## src/rtl/cpjk_pkg.sv

```systemverilog
package cpjk_pkg;

  localparam int unsigned POS_W      = 20;
  localparam int unsigned STICK_W    = 12;
  localparam int unsigned GAIN_W     = 16;
  localparam int unsigned DB_W       = 11;
  localparam int unsigned STEP_W     = 24;
  localparam int unsigned Q8_W       = 16;
  localparam int unsigned CFG_IDX_W  = 4;
  localparam int unsigned CFG_DATA_W = 20;

  // Jog product: signed stick times zero-extended gain.
  localparam int unsigned PROD_W     = STICK_W + GAIN_W + 1;
  // Fraction bits dropped from the product to get 1/256 mm.
  localparam int unsigned JOG_FRAC   = 8;
  // Squares, radicand (even width, room for the carry of the sum) and root.
  localparam int unsigned SQ_W       = 2 * POS_W;
  localparam int unsigned RAD_W      = 2 * POS_W + 2;
  localparam int unsigned ROOT_W     = RAD_W / 2;
  localparam int unsigned ITER_W     = $clog2(ROOT_W + 1);
  // Length times steps per mm, with 16 fraction bits.
  localparam int unsigned STP_W      = ROOT_W + Q8_W;
  localparam int unsigned STEP_FRAC  = 16;
  localparam logic [STEP_W-1:0] STEP_MAX = {STEP_W{1'b1}};

  localparam int unsigned STEPS_PER_MM_M1_Q8_DEF = 20480;
  localparam int unsigned STEPS_PER_MM_M2_Q8_DEF = 20480;
  localparam int unsigned INIT_X_DEF             = 131072;
  localparam int unsigned INIT_Y_DEF             = 131072;

  localparam logic [GAIN_W-1:0] JOG_GAIN_RST      = 16'd256;
  localparam logic [DB_W-1:0]   DEADBAND_RST      = 11'd100;
  localparam logic [POS_W-1:0]  POS_MIN_RST       = 20'd0;
  localparam logic [POS_W-1:0]  POS_MAX_RST       = 20'hFFFFF;
  localparam logic [POS_W-1:0]  MOTOR_SPACING_RST = 20'd262144;

  typedef enum logic [CFG_IDX_W-1:0] {
    CFG_JOG_GAIN      = 4'd0,
    CFG_DEADBAND_X    = 4'd1,
    CFG_DEADBAND_Y    = 4'd2,
    CFG_X_MIN         = 4'd3,
    CFG_X_MAX         = 4'd4,
    CFG_Y_MIN         = 4'd5,
    CFG_Y_MAX         = 4'd6,
    CFG_MOTOR_SPACING = 4'd7
  } cfg_idx_t;

  typedef struct packed {
    logic signed [STICK_W-1:0] stick_x;
    logic signed [STICK_W-1:0] stick_y;
  } in_t;

  typedef struct packed {
    logic [POS_W-1:0]  pen_x;
    logic [POS_W-1:0]  pen_y;
    logic [STEP_W-1:0] left_steps;
    logic [STEP_W-1:0] right_steps;
  } out_t;

  typedef struct packed {
    logic lat_in;
    logic jog_mul;
    logic jog_upd;
    logic sq_a;
    logic sq_b;
    logic sqrt_go;
    logic len_a_cap;
    logic len_b_cap;
    logic step_mul;
    logic out_load;
  } ctrl_cmd_t;

  typedef struct packed {
    logic sqrt_done;
  } dp_sts_t;

endpackage

```

## src/rtl/cpjk_isqrt.sv

```systemverilog
module cpjk_isqrt (
  input  logic                           clk,
  input  logic                           rst_n,
  input  logic                           start,
  input  logic [cpjk_pkg::RAD_W-1:0]     rad,
  output logic                           done,
  output logic [cpjk_pkg::ROOT_W-1:0]    root
);

  localparam int unsigned REM_W = cpjk_pkg::ROOT_W + 2;
  localparam int unsigned CUR_W = REM_W + 2;

  logic [cpjk_pkg::RAD_W-1:0]  rad_r, rad_nxt;
  logic [REM_W-1:0]            rem_r, rem_nxt;
  logic [cpjk_pkg::ROOT_W-1:0] root_r, root_nxt;
  logic [cpjk_pkg::ITER_W-1:0] cnt_r, cnt_nxt;
  logic                        busy_r, busy_nxt;
  logic                        done_r, done_nxt;
  logic [CUR_W-1:0]            cur;
  logic [CUR_W-1:0]            trial;

  // One result bit per cycle: bring down two radicand bits, try 4*root+1.
  always_comb begin
    cur      = {rem_r, rad_r[cpjk_pkg::RAD_W-1 -: 2]};
    trial    = {{(CUR_W - cpjk_pkg::ROOT_W - 2){1'b0}}, root_r, 2'b01};
    rad_nxt  = rad_r;
    rem_nxt  = rem_r;
    root_nxt = root_r;
    cnt_nxt  = cnt_r;
    busy_nxt = busy_r;
    done_nxt = 1'b0;
    if (start) begin
      rad_nxt  = rad;
      rem_nxt  = '0;
      root_nxt = '0;
      cnt_nxt  = cpjk_pkg::ITER_W'(cpjk_pkg::ROOT_W);
      busy_nxt = 1'b1;
    end else if (busy_r) begin
      rad_nxt = {rad_r[cpjk_pkg::RAD_W-3:0], 2'b00};
      if (cur >= trial) begin
        rem_nxt  = REM_W'(cur - trial);
        root_nxt = {root_r[cpjk_pkg::ROOT_W-2:0], 1'b1};
      end else begin
        rem_nxt  = REM_W'(cur);
        root_nxt = {root_r[cpjk_pkg::ROOT_W-2:0], 1'b0};
      end
      cnt_nxt = cnt_r - 1'b1;
      if (cnt_r == cpjk_pkg::ITER_W'(1)) begin
        busy_nxt = 1'b0;
        done_nxt = 1'b1;
      end
    end
  end

  always_ff @(posedge clk) begin
    if (!rst_n) begin
      busy_r <= 1'b0;
      done_r <= 1'b0;
      cnt_r  <= '0;
    end else begin
      busy_r <= busy_nxt;
      done_r <= done_nxt;
      cnt_r  <= cnt_nxt;
    end
    rad_r  <= rad_nxt;
    rem_r  <= rem_nxt;
    root_r <= root_nxt;
  end

  assign done = done_r;
  assign root = root_r;

endmodule

```

## src/rtl/cpjk_dpath.sv

```systemverilog
module cpjk_dpath #(
  parameter int unsigned STEPS_PER_MM_M1_Q8 = cpjk_pkg::STEPS_PER_MM_M1_Q8_DEF,
  parameter int unsigned STEPS_PER_MM_M2_Q8 = cpjk_pkg::STEPS_PER_MM_M2_Q8_DEF,
  parameter int unsigned INIT_X             = cpjk_pkg::INIT_X_DEF,
  parameter int unsigned INIT_Y             = cpjk_pkg::INIT_Y_DEF
) (
  input  logic                              clk,
  input  logic                              rst_n,
  input  logic                              cfg_we,
  input  logic [cpjk_pkg::CFG_IDX_W-1:0]    cfg_index,
  input  logic [cpjk_pkg::CFG_DATA_W-1:0]   cfg_data,
  input  cpjk_pkg::in_t                     in_data,
  input  cpjk_pkg::ctrl_cmd_t               cmd,
  output cpjk_pkg::dp_sts_t                 sts,
  output cpjk_pkg::out_t                    out_data
);

  localparam logic [cpjk_pkg::Q8_W-1:0]  Q1     = cpjk_pkg::Q8_W'(STEPS_PER_MM_M1_Q8);
  localparam logic [cpjk_pkg::Q8_W-1:0]  Q2     = cpjk_pkg::Q8_W'(STEPS_PER_MM_M2_Q8);
  localparam logic [cpjk_pkg::POS_W-1:0] X_INIT = cpjk_pkg::POS_W'(INIT_X);
  localparam logic [cpjk_pkg::POS_W-1:0] Y_INIT = cpjk_pkg::POS_W'(INIT_Y);

  logic [cpjk_pkg::GAIN_W-1:0] gain_r;
  logic [cpjk_pkg::DB_W-1:0]   dbx_r, dby_r;
  logic [cpjk_pkg::POS_W-1:0]  xmin_r, xmax_r, ymin_r, ymax_r, spacing_r;
  logic [cpjk_pkg::POS_W-1:0]  pos_x_r, pos_y_r, dx_r;
  cpjk_pkg::in_t               stick_r;
  logic signed [cpjk_pkg::PROD_W-1:0] prod_x_r, prod_y_r;
  logic [cpjk_pkg::SQ_W-1:0]   sq_r, y2_r;
  logic [cpjk_pkg::POS_W-1:0]  sq_op;
  logic [cpjk_pkg::RAD_W-1:0]  rad;
  logic [cpjk_pkg::ROOT_W-1:0] root;
  logic                        root_done;
  logic [cpjk_pkg::ROOT_W-1:0] len_a_r, len_b_r;
  logic [cpjk_pkg::STP_W-1:0]  st_a_r, st_b_r;
  cpjk_pkg::out_t              out_r;

  function automatic logic [cpjk_pkg::POS_W-1:0] jog_axis(
    input logic [cpjk_pkg::POS_W-1:0]          pos,
    input logic signed [cpjk_pkg::STICK_W-1:0] s,
    input logic [cpjk_pkg::DB_W-1:0]           db,
    input logic signed [cpjk_pkg::PROD_W-1:0]  prod,
    input logic [cpjk_pkg::POS_W-1:0]          lo,
    input logic [cpjk_pkg::POS_W-1:0]          hi
  );
    logic signed [cpjk_pkg::STICK_W:0]  s_e;
    logic signed [cpjk_pkg::STICK_W:0]  db_e;
    logic [cpjk_pkg::PROD_W-1:0]        mag;
    logic [cpjk_pkg::POS_W:0]           dmag;
    logic signed [cpjk_pkg::POS_W+1:0]  delta;
    logic signed [cpjk_pkg::POS_W+1:0]  nv;
    logic signed [cpjk_pkg::POS_W+1:0]  lo_e;
    logic signed [cpjk_pkg::POS_W+1:0]  hi_e;
    logic [cpjk_pkg::POS_W-1:0]         res;
    s_e  = {s[cpjk_pkg::STICK_W-1], s};
    db_e = $signed({{(cpjk_pkg::STICK_W + 1 - cpjk_pkg::DB_W){1'b0}}, db});
    mag  = prod[cpjk_pkg::PROD_W-1] ? cpjk_pkg::PROD_W'(-prod) : cpjk_pkg::PROD_W'(prod);
    dmag = (cpjk_pkg::POS_W + 1)'(mag >> cpjk_pkg::JOG_FRAC);
    // Division rounds toward zero, so the magnitude is shifted and the sign restored.
    delta = prod[cpjk_pkg::PROD_W-1] ? -$signed({1'b0, dmag}) : $signed({1'b0, dmag});
    nv    = $signed({2'b00, pos}) + delta;
    lo_e  = $signed({2'b00, lo});
    hi_e  = $signed({2'b00, hi});
    res   = pos;
    if (s_e > db_e || s_e < -db_e) begin
      if (nv > hi_e) begin
        res = hi;
      end else if (nv < lo_e) begin
        res = lo;
      end else begin
        res = nv[cpjk_pkg::POS_W-1:0];
      end
    end
    return res;
  endfunction

  function automatic logic [cpjk_pkg::STEP_W-1:0] to_steps(
    input logic [cpjk_pkg::STP_W-1:0] st
  );
    logic [cpjk_pkg::STP_W-1:0] sh;
    sh = st >> cpjk_pkg::STEP_FRAC;
    if (sh > cpjk_pkg::STP_W'(cpjk_pkg::STEP_MAX)) begin
      return cpjk_pkg::STEP_MAX;
    end
    return cpjk_pkg::STEP_W'(sh);
  endfunction

  // Configuration registers.
  always_ff @(posedge clk) begin
    if (!rst_n) begin
      gain_r    <= cpjk_pkg::JOG_GAIN_RST;
      dbx_r     <= cpjk_pkg::DEADBAND_RST;
      dby_r     <= cpjk_pkg::DEADBAND_RST;
      xmin_r    <= cpjk_pkg::POS_MIN_RST;
      xmax_r    <= cpjk_pkg::POS_MAX_RST;
      ymin_r    <= cpjk_pkg::POS_MIN_RST;
      ymax_r    <= cpjk_pkg::POS_MAX_RST;
      spacing_r <= cpjk_pkg::MOTOR_SPACING_RST;
    end else if (cfg_we) begin
      case (cfg_index)
        cpjk_pkg::CFG_JOG_GAIN:      gain_r    <= cfg_data[cpjk_pkg::GAIN_W-1:0];
        cpjk_pkg::CFG_DEADBAND_X:    dbx_r     <= cfg_data[cpjk_pkg::DB_W-1:0];
        cpjk_pkg::CFG_DEADBAND_Y:    dby_r     <= cfg_data[cpjk_pkg::DB_W-1:0];
        cpjk_pkg::CFG_X_MIN:         xmin_r    <= cfg_data[cpjk_pkg::POS_W-1:0];
        cpjk_pkg::CFG_X_MAX:         xmax_r    <= cfg_data[cpjk_pkg::POS_W-1:0];
        cpjk_pkg::CFG_Y_MIN:         ymin_r    <= cfg_data[cpjk_pkg::POS_W-1:0];
        cpjk_pkg::CFG_Y_MAX:         ymax_r    <= cfg_data[cpjk_pkg::POS_W-1:0];
        cpjk_pkg::CFG_MOTOR_SPACING: spacing_r <= cfg_data[cpjk_pkg::POS_W-1:0];
        default: ;
      endcase
    end
  end

  // Pen position state.
  always_ff @(posedge clk) begin
    if (!rst_n) begin
      pos_x_r <= X_INIT;
      pos_y_r <= Y_INIT;
    end else if (cmd.jog_upd) begin
      pos_x_r <= jog_axis(pos_x_r, stick_r.stick_x, dbx_r, prod_x_r, xmin_r, xmax_r);
      pos_y_r <= jog_axis(pos_y_r, stick_r.stick_y, dby_r, prod_y_r, ymin_r, ymax_r);
    end
  end

  // The square multiplier serves x first and then the anchor distance.
  assign sq_op = cmd.sq_b ? dx_r : pos_x_r;
  assign rad   = cpjk_pkg::RAD_W'(sq_r) + cpjk_pkg::RAD_W'(y2_r);

  cpjk_isqrt u_isqrt (
    .clk   (clk),
    .rst_n (rst_n),
    .start (cmd.sqrt_go),
    .rad   (rad),
    .done  (root_done),
    .root  (root)
  );

  always_ff @(posedge clk) begin
    if (cmd.lat_in) begin
      stick_r <= in_data;
    end
    if (cmd.jog_mul) begin
      prod_x_r <= stick_r.stick_x * $signed({1'b0, gain_r});
      prod_y_r <= stick_r.stick_y * $signed({1'b0, gain_r});
    end
    if (cmd.sq_a) begin
      dx_r <= (spacing_r >= pos_x_r) ? spacing_r - pos_x_r : pos_x_r - spacing_r;
      y2_r <= pos_y_r * pos_y_r;
    end
    if (cmd.sq_a || cmd.sq_b) begin
      sq_r <= sq_op * sq_op;
    end
    if (cmd.len_a_cap) begin
      len_a_r <= root;
    end
    if (cmd.len_b_cap) begin
      len_b_r <= root;
    end
    if (cmd.step_mul) begin
      st_a_r <= len_a_r * Q1;
      st_b_r <= len_b_r * Q2;
    end
    if (cmd.out_load) begin
      out_r.pen_x       <= pos_x_r;
      out_r.pen_y       <= pos_y_r;
      out_r.left_steps  <= to_steps(st_a_r);
      out_r.right_steps <= to_steps(st_b_r);
    end
  end

  assign sts.sqrt_done = root_done;
  assign out_data      = out_r;

endmodule

```

## src/rtl/cpjk_ctrl.sv

```systemverilog
module cpjk_ctrl (
  input  logic                  clk,
  input  logic                  rst_n,
  input  logic                  in_valid,
  output logic                  in_stall,
  output logic                  out_valid,
  input  logic                  out_stall,
  input  cpjk_pkg::dp_sts_t     sts,
  output cpjk_pkg::ctrl_cmd_t   cmd
);

  typedef enum logic [3:0] {
    ST_IDLE,
    ST_JMUL,
    ST_JUPD,
    ST_SQA,
    ST_SQB,
    ST_ROOTA,
    ST_STARTB,
    ST_ROOTB,
    ST_SMUL,
    ST_DONE
  } state_t;

  state_t state_r, state_nxt;
  logic   out_valid_r, out_valid_nxt;

  always_comb begin
    state_nxt     = state_r;
    out_valid_nxt = out_valid_r && out_stall;
    cmd           = '0;
    case (state_r)
      ST_IDLE: begin
        if (in_valid) begin
          cmd.lat_in = 1'b1;
          state_nxt  = ST_JMUL;
        end
      end
      ST_JMUL: begin
        cmd.jog_mul = 1'b1;
        state_nxt   = ST_JUPD;
      end
      ST_JUPD: begin
        cmd.jog_upd = 1'b1;
        state_nxt   = ST_SQA;
      end
      ST_SQA: begin
        cmd.sq_a  = 1'b1;
        state_nxt = ST_SQB;
      end
      ST_SQB: begin
        cmd.sq_b    = 1'b1;
        cmd.sqrt_go = 1'b1;
        state_nxt   = ST_ROOTA;
      end
      ST_ROOTA: begin
        if (sts.sqrt_done) begin
          cmd.len_a_cap = 1'b1;
          state_nxt     = ST_STARTB;
        end
      end
      ST_STARTB: begin
        cmd.sqrt_go = 1'b1;
        state_nxt   = ST_ROOTB;
      end
      ST_ROOTB: begin
        if (sts.sqrt_done) begin
          cmd.len_b_cap = 1'b1;
          state_nxt     = ST_SMUL;
        end
      end
      ST_SMUL: begin
        cmd.step_mul = 1'b1;
        state_nxt    = ST_DONE;
      end
      ST_DONE: begin
        if (!out_valid_r || !out_stall) begin
          cmd.out_load  = 1'b1;
          out_valid_nxt = 1'b1;
          state_nxt     = ST_IDLE;
        end
      end
      default: begin
        state_nxt = ST_IDLE;
      end
    endcase
  end

  always_ff @(posedge clk) begin
    if (!rst_n) begin
      state_r     <= ST_IDLE;
      out_valid_r <= 1'b0;
    end else begin
      state_r     <= state_nxt;
      out_valid_r <= out_valid_nxt;
    end
  end

  assign in_stall  = (state_r != ST_IDLE);
  assign out_valid = out_valid_r;

endmodule

```

## src/rtl/cable_plotter_jog_kinematics_core.sv

```systemverilog
// Joystick jog and cable kinematics for a two-motor hanging plotter. Each
// accepted input word is one joystick tick carrying signed X and Y readings.
// A reading whose magnitude exceeds its deadband moves the pen on that axis
// by reading times jog_gain (rounded toward zero to 1/256 mm), then clamps
// the position to the axis limits; the upper limit is checked first. The
// block then forms both cord lengths, floor(sqrt(x^2 + y^2)) to the left
// anchor at the origin and floor(sqrt((spacing - x)^2 + y^2)) to the right
// anchor, and scales each by the motor's steps per mm to a 24-bit step
// target, truncated and saturated. Each input word yields exactly one output
// word holding the new pen position and both step targets. After accepting
// a word the block forms the jog products, updates the position, forms the
// squares, takes both roots and scales them, then loads the result register;
// with the output free the next word can be accepted after that load. The two
// roots run one after the other on a single bit-serial root unit, each as a
// start, 21 iterations that produce one result bit per cycle, and a capture.
// The next tick is taken as soon as the result has been moved to the output
// register, even while that register still waits on out_stall.
// Configuration writes are always ready and should be made only while the
// block is idle; indexes beyond the last register are ignored.
module cable_plotter_jog_kinematics_core #(
  parameter int unsigned STEPS_PER_MM_M1_Q8 = cpjk_pkg::STEPS_PER_MM_M1_Q8_DEF,
  parameter int unsigned STEPS_PER_MM_M2_Q8 = cpjk_pkg::STEPS_PER_MM_M2_Q8_DEF,
  parameter int unsigned INIT_X             = cpjk_pkg::INIT_X_DEF,
  parameter int unsigned INIT_Y             = cpjk_pkg::INIT_Y_DEF
) (
  input  logic                              clk,
  input  logic                              rst_n,
  input  logic                              in_valid,
  output logic                              in_stall,
  input  cpjk_pkg::in_t                     in_data,
  output logic                              out_valid,
  input  logic                              out_stall,
  output cpjk_pkg::out_t                    out_data,
  input  logic                              cfg_valid,
  output logic                              cfg_ready,
  input  logic [cpjk_pkg::CFG_IDX_W-1:0]    cfg_index,
  input  logic [cpjk_pkg::CFG_DATA_W-1:0]   cfg_data
);

  cpjk_pkg::ctrl_cmd_t cmd;
  cpjk_pkg::dp_sts_t   sts;

  // The register file never backpressures a write.
  assign cfg_ready = 1'b1;

  // The controller sequences jog, squares, both roots and step scaling, and
  // owns the output valid flag.
  cpjk_ctrl u_ctrl (
    .clk       (clk),
    .rst_n     (rst_n),
    .in_valid  (in_valid),
    .in_stall  (in_stall),
    .out_valid (out_valid),
    .out_stall (out_stall),
    .sts       (sts),
    .cmd       (cmd)
  );

  // The datapath holds configuration, pen position, arithmetic and the
  // output payload register.
  cpjk_dpath #(
    .STEPS_PER_MM_M1_Q8 (STEPS_PER_MM_M1_Q8),
    .STEPS_PER_MM_M2_Q8 (STEPS_PER_MM_M2_Q8),
    .INIT_X             (INIT_X),
    .INIT_Y             (INIT_Y)
  ) u_dpath (
    .clk       (clk),
    .rst_n     (rst_n),
    .cfg_we    (cfg_valid && cfg_ready),
    .cfg_index (cfg_index),
    .cfg_data  (cfg_data),
    .in_data   (in_data),
    .cmd       (cmd),
    .sts       (sts),
    .out_data  (out_data)
  );

endmodule

```

## config.mk

```make
export PLATFORM = sky130hd
export DESIGN_NAME = cable_plotter_jog_kinematics_core
export DESIGN_NICKNAME = d
export VERILOG_FILES = /design/src/rtl/cpjk_pkg.sv /design/src/rtl/cpjk_isqrt.sv /design/src/rtl/cpjk_dpath.sv /design/src/rtl/cpjk_ctrl.sv /design/src/rtl/cable_plotter_jog_kinematics_core.sv
export SDC_FILE = /design/constraint.sdc
export NUM_CORES = 2
export LEC_CHECK = 0
export ABC_AREA = 1
export CAP_MARGIN = 30
export CELL_PAD_IN_SITES_DETAIL_PLACEMENT = 1
export CELL_PAD_IN_SITES_GLOBAL_PLACEMENT = 1
export CORE_UTILIZATION = 55
export CTS_CLUSTER_SIZE = 12
export DETAILED_ROUTE_END_ITERATION = 7
export DONT_BUFFER_PORTS = 1
export PLACE_DENSITY = 0.89
export SYNTH_ARGS = -nofsm -noshare
export SYNTH_HDL_FRONTEND = slang
export SYNTH_SLANG_ARGS = --single-unit
```

## constraint.sdc

```tcl
create_clock -name clk -period 11.7 [get_ports clk]
set_clock_uncertainty 0.2 [all_clocks]
set_input_delay 1.17 -clock clk [delete_from_list [all_inputs] [get_ports clk]]
set_output_delay 1.17 -clock clk [all_outputs]
set_load 0.1 [all_outputs]
```

* Yosys cells after proc, flatten, opt, wreduce, memory -nomap -nowiden
Cells that the tools add are included.
Word-level totals: register bits 636, latch bits 0, RAM bits 0, bits in read-only memories 0, input bits 53, output and inout port bits 91, word-level logic and storage cells 165, memories kept 0
Operators by class: add/subtract/negate cells 13, multipliers 6, div/mod/pow operators 0, $lt $le $gt $ge 12, eq/ne operators 21, shifts and indexed selects 0, muxes and demuxes 48, bitwise logic cells 2, reductions and logical operators 25
Operators with widths (count):
- two-way mux 20 bit | 8
- two-way mux 42 bit | 2
- multiplier 20 x 20 -> 40 bit | 2
- multiplier 12 x 17 -> 29 bit | 2
- two-way mux 29 bit | 2
- negator 29 bit | 2
- greater-than comparator 20 x 24 -> 1 bit, second input constant | 2
- multiplier 21 x 3 -> 24 bit, second input constant | 2
- two-way mux 24 bit | 2
- adder 21 x 22 -> 22 bit | 2
- greater-than comparator 22 x 21 -> 1 bit | 2
- < comparator 22 x 21 -> 1 bit | 2
- two-way mux 22 bit | 2
- negator 21 -> 22 bit | 2
- adder 40 x 40 -> 41 bit | 1
- one-hot mux 4 bit (10 select lines) | 1
- subtractor 20 bit | 2
- equality test 4 x 3 -> 1 bit, second input constant | 8
- < comparator 12 x 13 -> 1 bit | 2
- negator 11 -> 13 bit | 2
- greater-or-equal comparator 25 x 23 -> 1 bit | 1
- greater-than comparator 12 bit | 2
- two-way mux 1 bit | 24
- two-way mux 23 bit | 1
- 22 further kinds | 49

* Depth between registers and ports, before layout
depth after elaboration 8, depth in mapped cells 41, depth with buffers taken out 39

* Modules after synthesis
From an unflattened synthesis, not the netlist that was laid out.
Second synthesis, totals: cells, all modules 8745, area total of the unflattened synthesis 73045.1 µm²
Modules (own cells, without submodules):
- cpjk_dpath | instances 1, cells each 7936, area each 67260.8 µm², sequential area each 13833.3 µm²
- cpjk_isqrt | instances 1, cells each 748, area each 5387.7 µm², sequential area each 2282.2 µm²
- cpjk_ctrl | instances 1, cells each 59, area each 385.4 µm², sequential area each 100.1 µm²
- cable_plotter_jog_kinematics_core | instances 1, cells each 2, area each 11.3 µm², sequential area each 0.0 µm²

* Worst setup path before layout
No wires, ideal clock.
kind flip-flop to flip-flop, from register u_ctrl.state_r[0], to register u_dpath.sq_r[32] in the netlist's numbering, data pin, library setup time 0.265 ns, arrival 7.569 ns, required time 11.235 ns, setup slack 3.666 ns, cell stages (with the launch flop) 36, path buffers 4, clock period less this slack 8.034 ns, path through dfxtp_1 nor2_1 nand2_1 clkbuf_1 buf_2 buf_2 nand2_1 o21ai_1 inv_1 clkbuf_1 nor2_1 inv_1 fa_1 inv_1 fa_1 inv_1 fa_1 inv_1 fa_1 fa_1 fa_1 inv_1 fa_1 inv_1 ha_1 a21oi_1 o21ai_0 inv_1 o21ai_0 a221oi_1 o21ai_0 nand2_1 nand2_1 a21oi_1 o21ai_0 xor2_1
On the way: cells in the longest elaborated chain, start to end 4
Ends and longest elaborated chain:
- start: declaration | line cpjk_ctrl.sv:25 | state_t state_r, state_nxt;
- start signal: assignment | line cpjk_ctrl.sv:94 | state_r <= state_nxt;
- equality test 4 x 3 -> 1 bit | line cpjk_ctrl.sv:32 | case (state_r)
- two-way mux 1 bit | line cpjk_ctrl.sv:32
- two-way mux 20 bit | line cpjk_dpath.sv:126 | assign sq_op = cmd.sq_b ? dx_r : pos_x_r;
- multiplier 20 x 20 -> 40 bit | line cpjk_dpath.sv:151 | sq_r <= sq_op * sq_op;
- end signal: assignment | line cpjk_dpath.sv:151
- end: declaration | line cpjk_dpath.sv:29 | logic [cpjk_pkg::SQ_W-1:0] sq_r, y2_r;
No other way between the ends. A chain may end at the register's enable or synchronous reset.

* Worst setup path in the final report
from register u_ctrl.state_r[2], to register u_dpath.sq_r[32] in the netlist's numbering, data pin
Same word-level chain as after synthesis.

==> reports/qor.csv <==
metric,value,unit
place_area,0.07308,mm2
cts_hold_buf,0,
synth_compound_area_share,9.283,%
clock_latency,0.72,ns
yosysSeqAreaShare,22.77,%
hpwl,181400,um
dieArea,0.1309,mm2
syn-instance-count,8393,
yosys-top-cells-area,"fa_1, edfxtp_1, ha_1",
cts_resized,0,
vias,59950,
status,"complete, no violations",
design_area,0.07564,mm2
synth.area.mux_share,0.07027,%
track_usage,37.38,%
cpPeakStageDelay,0.78,ns
seq_power_share,29.6,%
fp.dieW,361.9,um
rows,131,
synth_fa_ha_area_share,37.97,%
endpoint_kind,register,
cts_tree,built,
viasPerCell,5.938,
synth-seq-cells,618,
path_class,reg -> reg,
cp_slowest_cell,o21ai_1,
firstDrtPassIters,7,
drc_errors,0,
nNetsFinal,10010,
synthSimpleGateAreaFrac,14.73,%
syn_area_per_cell,8.486,um2
yosysWarnings,0,
path_max_fanout,41,
critPathLaunchType,register,
synthFlopType,edfxtp_1,
hold_viol_final,0,
portBuffers,0,
cts_max_path_buffers,3,
relSlewSlack,29.96,%
hp-class,reg -> reg,
p_comb_share,43.7,%
p_leak,0.03844,uW
p_per_area,121.8,mW/mm2
setup_viol,0,
tns,0,ns
grt_first_pass_wirelength,379900,um
max_freq,108.7,MHz
final.period_utilization,78.63,%
grt-ovfl-total,0,
peakVddDrop,0.1487,mV
synth_area,0.07122,mm2
globalplace.congestion,0.9547,
yosysTopAreaCell,fa_1,
clockRootBuffer,clkbuf_16,
wl_per_cell,24.10,um
synth_most_common_cell,inv_1,
antenna_left,0,
synthArstFlopShare,0,%
synth_cell_type_count,68,
cap_violations,0,
grt_pass1_vias,68140,
areaGrowthSynthToFinish,6.203,%
drv_slew,0,
switching_share,43.18,%
p_sw,3977,uW
synth_common_cells,"inv_1, nand2_1, fa_1",
cts_sinks,618,
die_height,361.9,um
antenna_found_initial,4,
cellInternalPower,5234,uW
ios,144,
clk_pin_slew_worst_paths,0.07,ns
core_region_area,0.1280,mm2
cts_max_level,3,
cts_buffers,76,
start_util,55.64,%
fin_crit,9.199,ns
drive_above_1_share,3.956,%
critPathArrivalTime,9.44,ns
drt_iter0_drc,4481,
synth_top_family_by_area,adder cells,
grt_max_degree,142,
worstMarginPinSlew,1.051,ns
synth_xor_area_share,4.093,%
clockPowerShare,26.7,%
rsz0062_at_grt,no,
wirelength,243400,um
cts_setup_buffers,0,
yosys.area.top_type_share,23.81,%
cp_data_required_time,11.94,ns
synth_edf_count,384,
[cell usage in the layout (no fill, tap or decap), drive strengths merged, types with 32 or more instances in the layout]
cell type	count
a21oi	535
a31oi	50
buf	94
clkbuf	102
clkinv	32
dfxtp	234
edfxtp	384
fa	847
ha	806
inv	1797
nand2	1652
nand3	252
nand4	47
nor2	480
nor3	54
o211ai	67
o21ai	362
xnor2	115
xor2	217
[registers in the layout, indices dropped and copies added (netlist names), 21 cells and up]
signal	count
u_dpath.len_a_r	21
u_dpath.u_isqrt.rad_r	42
u_dpath.u_isqrt.root	21
u_dpath.sq_r	39
u_dpath.out_data	80
u_dpath.prod_y_r	29
u_dpath.y2_r	39
u_dpath.stick_r	24
u_dpath.prod_x_r	29
u_dpath.u_isqrt.rem_r	23
u_dpath.len_b_r	21
[worst max-delay path, delay by kind of cell, from the launching register on]
family | cells | cell delay (ns)
AND/OR/NAND/NOR | 5 | 0.79
adder cells (fa/ha/maj) | 8 | 3.90
buffers and inverters | 8 | 1.27
flip-flops | 1 | 0.36
XOR/XNOR | 1 | 0.16
AO/OA/AOI/OAI | 8 | 2.21
[cells by family (layout without fill, tap and decap cells)]
| logic type | after synthesis | in the layout |
|---|---|---|
| xor+xnor | 332 | 332 |
| other cells | 2 | 11 |
| mux | 5 | 5 |
| flops | 618 | 618 |
| simple gates | 2539 | 2539 |
| buf+inv | 2068 | 2034 |
| fa+ha+maj | 1653 | 1653 |
| compound gates | 1176 | 1176 |
[stage by stage]
step	util, %	std cells	setup WS [ns]	hold WS (ns)	total power (uW)
6_report	59.09	10100	2.501	0.2227	9211
2_1_floorplan	-	8400	3.666	0.2003	5392
3_5_place_dp	57.09	9952	2.697	0.2090	6580
4_1_cts	59.04	10090	2.659	0.2243	9136
5_1_grt	59.09	10100	2.117	0.2292	9625
3_3_place_gp	57.03	9948	2.971	0.2009	6262
[worst paths after layout]
path                      startpoint                   end  slack (ns)  cells past startpoint
setup / recovery   u_ctrl.state_r[2]      u_dpath.sq_r[32]        2.50                     30
hold / removal    u_dpath.st_b_r[28]  u_dpath.out_data[12]        0.22                      0
setup reg to reg   u_ctrl.state_r[2]      u_dpath.sq_r[32]        2.50                     30
hold reg to reg   u_dpath.st_b_r[28]  u_dpath.out_data[12]        0.22                      0
[cell type report]
cell class                      count  area [um2]
Fill cell                       15080       52370
Multi-Input combinational cell   5714       47210
Sequential cell                   618       16220
Inverter                         1799        6753
Tap cell                         1729        2163
Clock buffer                      102        2111
Timing Repair Buffer               94       797.0
Clock inverter                     39       389.1
Antenna cell                        2       5.005
[per-layer routing]
layer	GRT usage (%)	part of all wire [%]
met1	40.32	36
met2	67.52	51
met3	6.489	6.2
met4	23.80	7.1
met5	0	0.0033
[power groups by stage]
stage / clock, uW / sequential (uW) / combinational [uW]
floorplan: 0 / 2670 / 2730
global route: 2530 / 2730 / 4360
detailed placement: 0 / 2760 / 3820
finish: 2460 / 2730 / 4020
CTS: 2470 / 2720 / 3950
global placement: 0 / 2740 / 3520
Power figures use the tool's default switching activity.
